**src/rtl/fat_cluster_table_engine_top_macros.svh**
```systemverilog
// Assertion macros for the FAT cluster table engine.
// Used by the RTL files that carry assertions; expects clk and arst_n in scope.
`ifndef FAT_CLUSTER_TABLE_ENGINE_TOP_MACROS_SVH
`define FAT_CLUSTER_TABLE_ENGINE_TOP_MACROS_SVH
`ifndef SYNTHESIS
`define FCTE_ASSERT(lbl, prop, msg) \
	lbl: assert property (@(posedge clk) disable iff (!arst_n) (prop)) else $error(msg);
`define FCTE_ASSERT_NEXT(lbl, pre, post, msg) \
	lbl: assert property (@(posedge clk) disable iff (!arst_n) (pre) |=> (post)) else $error(msg);
`else
`define FCTE_ASSERT(lbl, prop, msg)
`define FCTE_ASSERT_NEXT(lbl, pre, post, msg)
`endif
`endif

```
**src/rtl/fcte_pkg.sv**
```systemverilog
// Shared constants, codes and controller/datapath types of the FAT cluster table engine.
// No dependencies; every other RTL file except the assertion macro header imports it.
`default_nettype none

package fcte_pkg;

	localparam int CLUSTERS     = 4096;
	localparam int CL_W         = $clog2(CLUSTERS);
	localparam int CNT_W        = $clog2(CLUSTERS + 1);
	localparam int LINK_W       = 28;
	localparam int ENTRY_W      = 32;
	localparam int OP_W         = 3;
	localparam int STATUS_W     = 2;
	localparam int ALLOC_W      = 12;
	localparam int CS_W         = 8;
	localparam int BYTES_W      = 29;
	localparam int SECTOR_SHIFT = 9;
	localparam int PROD_W       = CNT_W + CS_W;
	localparam int FULL_W       = PROD_W + SECTOR_SHIFT;

	localparam logic [ENTRY_W-1:0] TOP_MASK     = 32'hF000_0000;
	localparam logic [ENTRY_W-1:0] END_MARK     = 32'h0FFF_FFFF;
	localparam logic [LINK_W-1:0]  END_MIN_LINK = 28'hFFF_FFF8;
	localparam logic [BYTES_W-1:0] BYTES_MAX    = 29'h1FFF_FFFF;

	typedef enum logic [OP_W-1:0] {
		OP_READ       = 3'd0,
		OP_SET        = 3'd1,
		OP_FREE       = 3'd2,
		OP_ALLOC      = 3'd3,
		OP_FREE_CHAIN = 3'd4,
		OP_CHAIN_SIZE = 3'd5
	} op_t;

	typedef enum logic [STATUS_W-1:0] {
		ST_OK      = 2'd0,
		ST_INVALID = 2'd1,
		ST_NO_FREE = 2'd2,
		ST_LOOP    = 2'd3
	} status_t;

	typedef struct packed {
		logic    take;       // req ready
		logic    load;       // capture request word
		logic    clr_wr;     // clearing pass write
		logic    rd_cl;      // read addressed entry
		logic    wr_set;     // write new link, keep top bits
		logic    wr_free;    // zero addressed entry
		logic    scan_rd;    // allocate scan read
		logic    alloc_wr;   // mark found entry end of chain
		logic    walk_rd;    // read current chain entry
		logic    walk_step;  // advance chain walk
		logic    link_cap;   // capture read link
		logic    set_st;
		status_t st;
		logic    res_load;   // load result register
	} cmd_t;

	typedef struct packed {
		logic            req_valid;
		logic            out_free;
		logic            clr_last;
		logic [OP_W-1:0] op;
		logic            cl_valid;
		logic            scan_free;
		logic            scan_last;
		logic            cur_end;
		logic            cur_valid;
		logic            n_full;
	} stat_t;

endpackage

`default_nettype wire

```
**src/rtl/fcte_ctrl.sv**
```systemverilog
// Controller of the FAT cluster table engine: one-hot sequencer issuing datapath commands.
// Depends on fcte_pkg and the assertion macro header.
`default_nettype none
`include "fat_cluster_table_engine_top_macros.svh"

module fcte_ctrl (
	input  logic            clk,
	input  logic            arst_n,
	input  fcte_pkg::stat_t stat,
	output fcte_pkg::cmd_t  cmd
);
	import fcte_pkg::*;

	typedef enum logic [8:0] {
		S_CLEAR    = 9'b000000001,
		S_IDLE     = 9'b000000010,
		S_DECODE   = 9'b000000100,
		S_READ     = 9'b000001000,
		S_SET      = 9'b000010000,
		S_ALLOC    = 9'b000100000,
		S_WALK_CHK = 9'b001000000,
		S_WALK_DAT = 9'b010000000,
		S_RES      = 9'b100000000
	} state_t;

	state_t state_q;
	state_t state_d;

	always_comb begin
		cmd     = '0;
		cmd.st  = ST_OK;
		state_d = state_q;
		unique case (state_q)
			S_CLEAR: begin
				cmd.clr_wr = 1'b1;
				if (stat.clr_last) begin
					state_d = S_IDLE;
				end
			end
			S_IDLE: begin
				cmd.take = 1'b1;
				if (stat.req_valid) begin
					cmd.load = 1'b1;
					state_d  = S_DECODE;
				end
			end
			S_DECODE: begin
				state_d = S_RES;
				unique case (stat.op) inside
					OP_READ, OP_SET, OP_FREE: begin
						if (!stat.cl_valid) begin
							cmd.set_st = 1'b1;
							cmd.st     = ST_INVALID;
						end else if (stat.op == OP_FREE) begin
							cmd.wr_free = 1'b1;
						end else begin
							cmd.rd_cl = 1'b1;
							state_d   = (stat.op == OP_READ) ? S_READ : S_SET;
						end
					end
					OP_ALLOC: begin
						cmd.scan_rd = 1'b1;
						state_d     = S_ALLOC;
					end
					OP_FREE_CHAIN, OP_CHAIN_SIZE: begin
						state_d = S_WALK_CHK;
					end
					default: begin
						cmd.set_st = 1'b1;
						cmd.st     = ST_INVALID;
					end
				endcase
			end
			S_READ: begin
				cmd.link_cap = 1'b1;
				state_d      = S_RES;
			end
			S_SET: begin
				cmd.wr_set = 1'b1;
				state_d    = S_RES;
			end
			S_ALLOC: begin
				// one read issued per cycle, data checked in the cycle after its read
				if (stat.scan_free) begin
					cmd.alloc_wr = 1'b1;
					state_d      = S_RES;
				end else if (stat.scan_last) begin
					cmd.set_st = 1'b1;
					cmd.st     = ST_NO_FREE;
					state_d    = S_RES;
				end else begin
					cmd.scan_rd = 1'b1;
				end
			end
			S_WALK_CHK: begin
				if (stat.cur_end) begin
					state_d = S_RES;
				end else if (!stat.cur_valid) begin
					cmd.set_st = 1'b1;
					cmd.st     = ST_INVALID;
					state_d    = S_RES;
				end else if (stat.n_full) begin
					cmd.set_st = 1'b1;
					cmd.st     = ST_LOOP;
					state_d    = S_RES;
				end else begin
					cmd.walk_rd = 1'b1;
					state_d     = S_WALK_DAT;
				end
			end
			S_WALK_DAT: begin
				cmd.walk_step = 1'b1;
				state_d       = S_WALK_CHK;
			end
			S_RES: begin
				if (stat.out_free) begin
					cmd.res_load = 1'b1;
					state_d      = S_IDLE;
				end
			end
			default: begin
				state_d = S_CLEAR;
			end
		endcase
	end

	always_ff @(posedge clk or negedge arst_n) begin
		if (!arst_n) begin
			state_q <= S_CLEAR;
		end else begin
			state_q <= state_d;
		end
	end

	`FCTE_ASSERT_NEXT(a_walk_read_then_step, state_q == S_WALK_CHK && cmd.walk_rd, state_q == S_WALK_DAT && cmd.walk_step, "walk data cycle missed")

endmodule

`default_nettype wire

```
**config.mk**
```make
export PLATFORM = sky130hd
export DESIGN_NAME = fcte_ctrl
export DESIGN_NICKNAME = d
export VERILOG_FILES = /design/src/rtl/fcte_pkg.sv /design/src/rtl/fcte_ctrl.sv
export VERILOG_INCLUDE_DIRS = /design/src /design/src/rtl
export SDC_FILE = /design/constraint.sdc
export NUM_CORES = 1
export LEC_CHECK = 0
export BUFFER_PORTS_ARGS = -buffer_cell sky130_fd_sc_hd__buf_4
export CAP_MARGIN = 40
export CORE_AREA = 10 10 52 54
export DETAILED_ROUTE_END_ITERATION = 16
export DIE_AREA = 0 0 62 64
export GPL_TIMING_DRIVEN = 0
export PLACE_DENSITY = 0.84
export REMOVE_ABC_BUFFERS = 1
export SYNTH_ARGS = -nofsm -noshare
export SYNTH_HDL_FRONTEND = slang
export SYNTH_SLANG_ARGS = --single-unit
export TNS_END_PERCENT = 5
```
**constraint.sdc**
```tcl
create_clock -name clk -period 2.7 [get_ports clk]
set_clock_uncertainty 0.15 [all_clocks]
set_input_delay 0.135 -clock clk [delete_from_list [all_inputs] [get_ports clk]]
set_output_delay 0.135 -clock clk [all_outputs]
set_load 0.1 [all_outputs]
```
==> flow_metrics.py, run 1 <==
metrics = {
    "run_status": {
        "outcome": "finished, final reports clean",
    },
    "timing": {
        "hold_violations": 0,
        "slew-limit-headroom_pct": 69.7,
        "final_max_slew_viol_count": 0,
        "timing.fmax_mhz": 376,
        "fin_ws_ps": 37.6,
        "min_period_over_period_pct": 98.6,
        "tightest_slew_ps": 451,
        "finalCriticalPeriod_ps": 2660,
        "timing.hold.ws_ps": 42.5,
        "finalSetupViolations": 0,
        "rsz0062_at_grt": "yes",
    },
    "clock_network": {
        "cts_root_buf": "clkbuf_4",
        "clockBufferDepth": 2,
        "htree_levels": 1,
        "clkLatencyLatePin_ps": 260,
        "cts_buffers": 3,
        "cts.reportedPaths.clkPinSlew_ps": 60,
        "cts.sinks": 9,
        "cts_tree": "done",
    },
    "critical_path": {
        "crit_path_max_fanout": 8,
        "crit_slowest_cell": "or4_4",
        "critPathLaunchType": "flop",
        "cp_cell_sequence": "or4_4, or4_4, o22ai_2, a21o_1, buf_8",
        "rr_worst_depth": 3,
        "critical_path_class": "flop to output port",
        "critPathArrivalTime_ps": 2380,
        "worst_ep_required_time_ps": 2410,
        "path_common_cell": "or4_4",
        "end_kind": "output port",
        "critPathMaxStageDelay_ps": 590,
    },
    "floorplanning": {
        "initial_core_util_pct": 45.1,
        "die_area_um2": 3970,
        "rows": 15,
        "ios": 29,
        "core_um2": 1710,
        "fp.dieH_um": 64,
        "chipWidth_um": 62,
    },
    "final_layout": {
        "largest_registers": "state_q: 9 flops",
        "final_nets": 139,
        "largest_register_ffs": 9,
        "top_register": "state_q",
        "areaGrowthSynthToFinish_pct": 40.4,
        "antennaDiodeCount": 0,
        "drive_above_1_share_pct": 30.6,
    },
    "routing": {
        "met2_length_mm": 1.15,
        "first_pass_iters": 4,
        "routed.top_layer": "met4",
        "vias": 842,
        "drt_wl_total_mm": 2.25,
        "wl_per_cell_um": 15.1,
        "ant_nets": 0,
        "route.met3.wl_um": 149,
        "viasPerCell": 5.65,
        "drtIter0Drc": 21,
        "route.detailed.drc": 0,
        "wl_met1_um": 915,
    },
    "global_routing": {
        "overflow": 0,
        "grt_usage_pct": 11.6,
        "grt_pass1_vias": 843,
        "grt_max_degree": 13,
        "grt_first_pass_wirelength_mm": 3.74,
        "antenna_found_initial": 0,
    },
    "yosys": {
        "synth_top_area_cell": "dfrtp_1",
        "syn_inst": 92,
        "async_reset_ff_share_pct": 100,
        "yosysTopAreaCellShare_pct": 26.0,
        "syn_area_um2": 771,
        "synth.area.top_cells": "dfrtp_1 (26%), nor4b_1 (9.1%), xor2_1 (4.5%), dfstp_2 (3.4%), nor2_1 (3.4%)",
        "yosys_register_bits": 9,
        "yosys-top-cells-count": "dfrtp_1 (8), nor4b_1 (8), nor2_1 (7)",
        "synthFlopType": "dfrtp_1",
        "yosysSeqAreaShare_pct": 29.4,
        "synth_edf_count": 0,
        "syn_avg_cell_area_um2": 8.38,
        "yosysUniqueCellTypes": 36,
        "yosys_warnings": 0,
    },
    "placement": {
        "place_ws_ps": 270,
        "gp_congestion": 0.835,
        "io_buffers": 28,
        "dp_hpwl_mm": 1.73,
    },
    "power_and_ir_drop": {
        "p_leak_nw": 0.494,
        "ir_worst_vdd_v": 0.000710,
        "power_density_nw_per_um2": 652,
    },
    "job": {
        "cap_viol_max_count": 0,
    },
    "min_path": {
        "hold_path_class": "primary input to flop",
        "hold_path_depth": 3,
    },
}
[power breakdown]
part | switching, W | total [W] | internal (W)
Sequential | 0.0000515 | 0.000212 | 0.000160
Combinational | 0.000257 | 0.000390 | 0.000132
Clock | 0.0000470 | 0.000104 | 0.0000570
Total | 0.000356 | 0.000705 | 0.000350
[worst max-delay path: cells and delay by family (launching register included)]
kind	cells	cell delay, ps
DFF	1	460
and+or+nand+nor	2	1110
AOI/OAI and AO/OA	2	350
buffers and inverters	1	200
[per-stage QoR]
stage / util (%) / setup TNS, ps / area [um2] / power [W] / std cells
floorplan: - / -16920 / 744 / 0.000499 / 87
global placement: 57.7 / 0 / 986 / 0.000583 / 140
detailed placement: 57.7 / 0 / 986 / 0.000592 / 140
CTS: 62.4 / 0 / 1070 / 0.000708 / 149
global route: 63.4 / -121 / 1080 / 0.000743 / 149
finish: 63.4 / 0 / 1080 / 0.000705 / 149
[final timing paths]
path / from / endpoint / slack, ps
max in group asynchronous: arst_n / state_q[0]$_DFFE_PN1P_ / 2120
min in group asynchronous: arst_n / state_q[2]$_DFFE_PN0P_ / 70
min: stat[9] / state_q[0]$_DFFE_PN1P_ / 40
max: state_q[3]$_DFFE_PN0P_ / cmd[3] / 40
min reg2reg: state_q[6]$_DFFE_PN0P_ / state_q[6]$_DFFE_PN0P_ / 560
max reg2reg: state_q[3]$_DFFE_PN0P_ / state_q[7]$_DFFE_PN0P_ / 710
[kinds of logic (layout without fill, tap and decap cells)]
group / count (synthesis) / in the layout / synth area share (%)
compound gates: 20 / 20 / 19.3
simple gates: 49 / 49 / 40.9
xor+xnor: 4 / 4 / 4.54
buf+inv: 10 / 42 / 5.84
flops: 9 / 9 / 29.4
[metal layers]
metal / vias up / GRT usage, %
li1: 413 / -
met1: 398 / 13.6
met2: 29 / 19.7
met3: 2 / 2.37
met4: 0 / 4.19
met5: - / 0
[area by class of cell]
type / count / area (um2)
fillers: 151 / 626
inverters: 5 / 18.8
well taps: 25 / 31.3
flip-flops and latches: 9 / 226
repair buffers: 33 / 268
multi-input cells: 73 / 512
clock buffers: 4 / 26.3
[repair_timing]
item,CTS,global route
resized for setup,1,3
setup buffers,0,0
endpoints found under the hold margin,15,0
setup endpoints to repair,1,4
pin swaps,0,0
hold buffers,5,0
[placed cells by master, fill, tap and decap left out, types with 2 or more instances in the layout]
master and count:
xor2_1 4, or4_4 2, nand2b_1 4, buf_4 27
nand2_1 5, or3_1 2, nor3_1 4, dlygate4sd3_1 5
inv_1 5, and2_1 3, and2b_1 2, o22ai_1 3
clkbuf_4 3, o21ai_0 4, nor4b_1 7, nor4_1 3
nor2b_1 2, nor2_1 7, o31ai_1 3, dfrtp_1 8
Power figures use the tool's default switching activity.
==> inputs of run 2 (changes only) <==
--- a/config.mk
+++ b/config.mk
@@ -8,9 +8,11 @@
 export LEC_CHECK = 0
 export BUFFER_PORTS_ARGS = -buffer_cell sky130_fd_sc_hd__buf_4
 export CAP_MARGIN = 40
-export CORE_AREA = 10 10 52 54
+export CELL_PAD_IN_SITES_DETAIL_PLACEMENT = 1
+export CELL_PAD_IN_SITES_GLOBAL_PLACEMENT = 2
+export CORE_AREA = 10 10 66 68
 export DETAILED_ROUTE_END_ITERATION = 16
-export DIE_AREA = 0 0 62 64
+export DIE_AREA = 0 0 76 78
 export GPL_TIMING_DRIVEN = 0
 export PLACE_DENSITY = 0.84
 export REMOVE_ABC_BUFFERS = 1
==> run 2 against run 1 <==
  * Critical path depth unchanged
  * Sequential power barely moved
  * Register-to-register slack worse by 60 ps
==> flow_metrics.py, run 2 (same netlist as run 1, synthesis figures left out) <==
metrics = {
    "critical_path": {
        "worst_ep_required_time_ps": 2410,
        "cp_cell_sequence": "or4_4, or4_4, o22ai_2, a21o_1, buf_12",
        "critPathLaunchType": "flop",
        "worst-path-buf-inv": 1,
        "crit_family": "simple AND/OR/NAND/NOR gates",
        "critPathMaxStageDelay_ps": 570,
        "critical_path_class": "flop to output port",
        "critPathArrivalTime_ps": 2360,
        "end_kind": "output port",
        "crit_path_max_fanout": 7,
        "path_common_cell": "or4_4",
        "crit_slowest_cell": "or4_4",
    },
    "final_layout": {
        "antennaDiodeCount": 0,
        "layout.cells.non_filler": 170,
        "design_area_um2": 1110,
        "final_nets": 139,
        "layout_common_cells": "buf_4 (27), nor2_1 (7), nor4b_1 (7), dfrtp_1 (7)",
        "largest_register_ffs": 9,
        "areaGrowthSynthToFinish_pct": 44.6,
        "final_common_cell": "buf_4",
        "utilization_pct": 35.1,
        "drive_above_1_share_pct": 31.5,
        "top_register": "state_q",
        "largest_registers": "state_q: 9 flops",
    },
    "timing": {
        "min_period_over_period_pct": 97.9,
        "slew-limit-headroom_pct": 70.3,
        "timing.hold.ws_ps": 67.1,
        "rsz0062_at_grt": "yes",
        "tightest_slew_ps": 439,
        "final_max_slew_viol_count": 0,
        "finalSetupViolations": 0,
        "finalCriticalPeriod_ps": 2640,
        "hold_violations": 0,
        "timing.fmax_mhz": 378,
    },
    "global_routing": {
        "antenna_found_initial": 0,
        "grt_max_degree": 13,
        "grt_usage_pct": 8.42,
        "overflow": 0,
        "grt_first_pass_wirelength_mm": 4.21,
        "grt_pass1_vias": 905,
    },
    "routing": {
        "wl_per_cell_um": 15.0,
        "ant_nets": 0,
        "first_pass_iters": 4,
        "viasPerCell": 4.84,
        "vias": 822,
        "drt_wl_total_mm": 2.56,
        "drtIter0Drc": 18,
        "route.detailed.drc": 0,
    },
    "floorplanning": {
        "fp.dieH_um": 78,
        "chipWidth_um": 76,
        "ios": 29,
        "initial_core_util_pct": 24.2,
        "rows": 21,
        "core_um2": 3180,
        "die_area_um2": 5930,
    },
    "clock_network": {
        "cts.sinks": 9,
        "cts_tree": "done",
        "htree_levels": 1,
        "cts_buffers": 3,
        "cts_root_buf": "clkbuf_4",
        "cts.reportedPaths.clkPinSlew_ps": 60,
        "clockBufferDepth": 2,
        "clkLatencyLatePin_ps": 250,
    },
    "min_path": {
        "hold_path_class": "primary input to flop",
    },
    "power_and_ir_drop": {
        "p_leak_nw": 0.494,
        "power_density_nw_per_um2": 642,
        "ir_worst_vdd_v": 0.000251,
        "finalPower_w": 0.000715,
    },
    "placement": {
        "place_area_um2": 1010,
        "dp_hpwl_mm": 2.02,
        "dp_cells": 161,
        "gp_congestion": 0.821,
        "io_buffers": 28,
    },
    "run_status": {
        "outcome": "finished, final reports clean",
    },
    "job": {
        "cap_viol_max_count": 0,
    },
}
-- run 2: cell types whose count changed in the layout (fill, tap and decap cells not counted) --
| cell | before | now |
|---|---|---|
| buf_12 | 0 | 1 |
| buf_8 | 1 | 0 |
| dfrtp_1 | 8 | 7 |
| dfrtp_2 | 0 | 1 |
-- run 2: metal layers --
layer	GRT usage, %	share of wire [%]
met1	8.72	42
met3	2.42	4.9
met5	0	0
met4	3.41	0.98
met2	15.6	53
-- run 2: path summary, 6_finish.rpt --
kind | end | cells after the start | startpoint | slack (ps)
worst max-delay path | cmd[3] | 5 | state_q[2]$_DFFE_PN0P_ | 60
worst min-delay path | state_q[0]$_DFFE_PN1P_ | 3 | stat[9] | 70
worst max register to register | state_q[0]$_DFFE_PN1P_ | 4 | state_q[2]$_DFFE_PN0P_ | 650
worst min register to register | state_q[6]$_DFFE_PN0P_ | 2 | state_q[6]$_DFFE_PN0P_ | 580
max in group asynchronous | state_q[0]$_DFFE_PN1P_ | 2 | arst_n | 2100
min in group asynchronous | state_q[8]$_DFFE_PN0P_ | 2 | arst_n | 90
-- run 2: stage by stage --
| step | setup TNS (ps) | setup slack [ps] |
|---|---|---|
| floorplan | -16920 | -2070 |
| global placement | 0 | 294 |
| detailed placement | 0 | 253 |
| CTS | 0 | 7.04 |
| global route | -72.6 | -53.4 |
| finish | 0 | 55.8 |
-- run 2: layout make-up --
cell class / count / area, um2
Clock buffer: 4 / 26.3
Fill cell: 381 / 2060
Inverter: 5 / 18.8
Multi-Input combinational cell: 73 / 512
Sequential cell: 9 / 228
Tap cell: 46 / 57.6
Timing Repair Buffer: 33 / 273
-- run 2: report_power, final --
part           internal (W)  switching, W  leakage [nW]  total [W]
Clock             0.0000565     0.0000398        0.0150  0.0000962
Combinational      0.000137      0.000268         0.360   0.000405
Sequential         0.000161     0.0000536         0.119   0.000214
Total              0.000354      0.000362         0.494   0.000715
-- run 2: tightest hold or removal path, delay by kind of cell --
family	cells	cell delay, ps
buf+inv	2	160
compound gates	1	130
-- run 2: repair_timing --
| item | CTS | global route |
|---|---|---|
| endpoints found under the hold margin | 15 | 0 |
| setup buffers | 0 | 0 |
| cloned | 0 | 0 |
| hold buffers | 5 | 0 |
| endpoints found under the setup margin | 1 | 4 |
| gates resized for setup | 1 | 5 |
==> inputs of run 3 (changes only) <==
--- a/config.mk
+++ b/config.mk
@@ -15,6 +15,7 @@
 export DIE_AREA = 0 0 76 78
 export GPL_TIMING_DRIVEN = 0
 export PLACE_DENSITY = 0.84
+export RECOVER_POWER = 50
 export REMOVE_ABC_BUFFERS = 1
 export SYNTH_ARGS = -nofsm -noshare
 export SYNTH_HDL_FRONTEND = slang
==> run 3 against run 2 <==
  * Utilization fell by 0.12 points
  * Combinational power hardly changed
  * Sequential share of layout area is 0.069 points higher
  * Design area down 0.34%
  * Highest routed layer unchanged
  * First-iteration DRC count fell by 5.6%
  * Via count rose by 0.36%
==> flow_metrics.py, run 3 (same netlist as run 1, synthesis figures left out) <==
metrics = {
    "timing": {
        "slew-limit-headroom_pct": 68.7,
        "rsz0062_at_grt": "yes",
        "min_period_over_period_pct": 97.9,
        "timing.fmax_mhz": 378,
        "fin_ws_ps": 55.8,
        "hold_violations": 0,
        "finalCriticalPeriod_ps": 2640,
        "finalSetupViolations": 0,
        "tightest_slew_ps": 469,
        "final_max_slew_viol_count": 0,
        "fin_setup_tns_ps": 0,
    },
    "final_layout": {
        "final_nets": 139,
        "utilization_pct": 34.9,
        "drive_above_1_share_pct": 30.6,
        "largest_registers": "state_q: 9 flops",
        "top_register": "state_q",
        "design_area_um2": 1110,
        "largest_register_ffs": 9,
        "final_common_cell": "buf_4",
        "layout_common_cells": "buf_4 (26), nor2_1 (7), nor4b_1 (7), dfrtp_1 (7)",
        "antennaDiodeCount": 0,
        "areaGrowthSynthToFinish_pct": 44.2,
    },
    "clock_network": {
        "clkLatencyLatePin_ps": 250,
        "cts_root_buf": "clkbuf_4",
        "htree_levels": 1,
        "clockBufferDepth": 2,
        "cts_buffers": 3,
        "cts_tree": "done",
        "cts.sinks": 9,
        "cts.reportedPaths.clkPinSlew_ps": 60,
    },
    "critical_path": {
        "path_common_cell": "or4_4",
        "end_kind": "output port",
        "critical_path_class": "flop to output port",
        "crit_family": "simple AND/OR/NAND/NOR gates",
        "r2r_setup_slack_ps": 630,
        "critPathLaunchType": "flop",
        "crit_slowest_cell": "or4_4",
        "cp_cell_sequence": "or4_4, or4_4, o22ai_2, a21o_1, buf_12",
        "critPathMaxStageDelay_ps": 570,
        "critPathArrivalTime_ps": 2360,
        "worst_ep_required_time_ps": 2410,
        "worst-path-buf-inv": 1,
        "crit_path_max_fanout": 7,
    },
    "floorplanning": {
        "core_um2": 3180,
        "die_area_um2": 5930,
        "initial_core_util_pct": 24.2,
        "rows": 21,
        "ios": 29,
        "chipWidth_um": 76,
        "fp.dieH_um": 78,
    },
    "placement": {
        "io_buffers": 28,
        "dp_hpwl_mm": 2.02,
        "place_area_um2": 1010,
        "gp_congestion": 0.821,
        "place_ws_ps": 253,
    },
    "routing": {
        "drtIter0Drc": 17,
        "vias": 825,
        "first_pass_iters": 4,
        "route.detailed.drc": 0,
        "drt_wl_total_mm": 2.55,
        "wl_per_cell_um": 15.0,
        "ant_nets": 0,
        "viasPerCell": 4.85,
    },
    "global_routing": {
        "grt_usage_pct": 8.42,
        "antenna_found_initial": 0,
        "overflow": 0,
        "grt_max_degree": 13,
        "grt_pass1_vias": 905,
        "grt_first_pass_wirelength_mm": 4.21,
    },
    "power_and_ir_drop": {
        "power_density_nw_per_um2": 643,
        "ir_worst_vdd_v": 0.000251,
        "p_leak_nw": 0.490,
    },
    "run_status": {
        "outcome": "finished, final reports clean",
    },
    "job": {
        "cap_viol_max_count": 0,
    },
    "min_path": {
        "hold_path_class": "primary input to flop",
    },
}
run 3: changes by cell type in the layout (fill, tap and decap cells not counted), sizes merged:
cell / delta
clkbuf: +1
buf: -1
run 3: worst paths after layout:
kind | startpoint | cells after the start | end
max reg2reg | state_q[2]$_DFFE_PN0P_ | 4 | state_q[0]$_DFFE_PN1P_
min | stat[9] | 3 | state_q[0]$_DFFE_PN1P_
min reg2reg | state_q[6]$_DFFE_PN0P_ | 2 | state_q[6]$_DFFE_PN0P_
max in group asynchronous | arst_n | 2 | state_q[3]$_DFFE_PN0P_
min in group asynchronous | arst_n | 2 | state_q[8]$_DFFE_PN0P_
max | state_q[2]$_DFFE_PN0P_ | 5 | cmd[3]
run 3: layout make-up:
cell class	count	area (um2)
clock buffer	4	26.3
fill	383	2070
inverter	5	18.8
multi-input combinational	73	512
sequential	9	228
tap	46	57.6
timing repair buffer	33	269
run 3: routing by layer:
metal	part of all wire, %	wire length (um)	vias to the layer above	GRT usage [%]
met5	0	0	-	0
met3	4.9	125	4	2.42
met1	42	1060	392	8.72
met4	0.98	25	0	3.41
met2	53	1340	18	15.6
li1	-	-	411	-
run 3: worst reg2reg max path: stages, from the launching register on:
cell and delay, ps:
dfrtp_1 470, or4_4 580, nor3_1 360, and4bb_2 330, a32o_1 140
run 3: stage by stage:
stage / power [W] / hold WS (ps) / cells
after floorplan: 0.000499 / -311 / 87
after global placement: 0.000594 / -190 / 161
after detailed placement: 0.000604 / -186 / 161
after CTS: 0.000712 / 58.9 / 170
after global routing: 0.000762 / 73.8 / 170
final: 0.000714 / 66.0 / 170
run 3: timing repair:
action / in CTS / in global routing
buffers inserted: 0 / 0
setup endpoints to repair: 1 / 4
endpoints found under the hold margin: 15 / 0
resized for setup: 1 / 5
hold buffers: 5 / 0
run 3: where the power goes:
group          switching, W  internal (W)
combinational      0.000268      0.000136
clock             0.0000398     0.0000565
sequential        0.0000536      0.000161
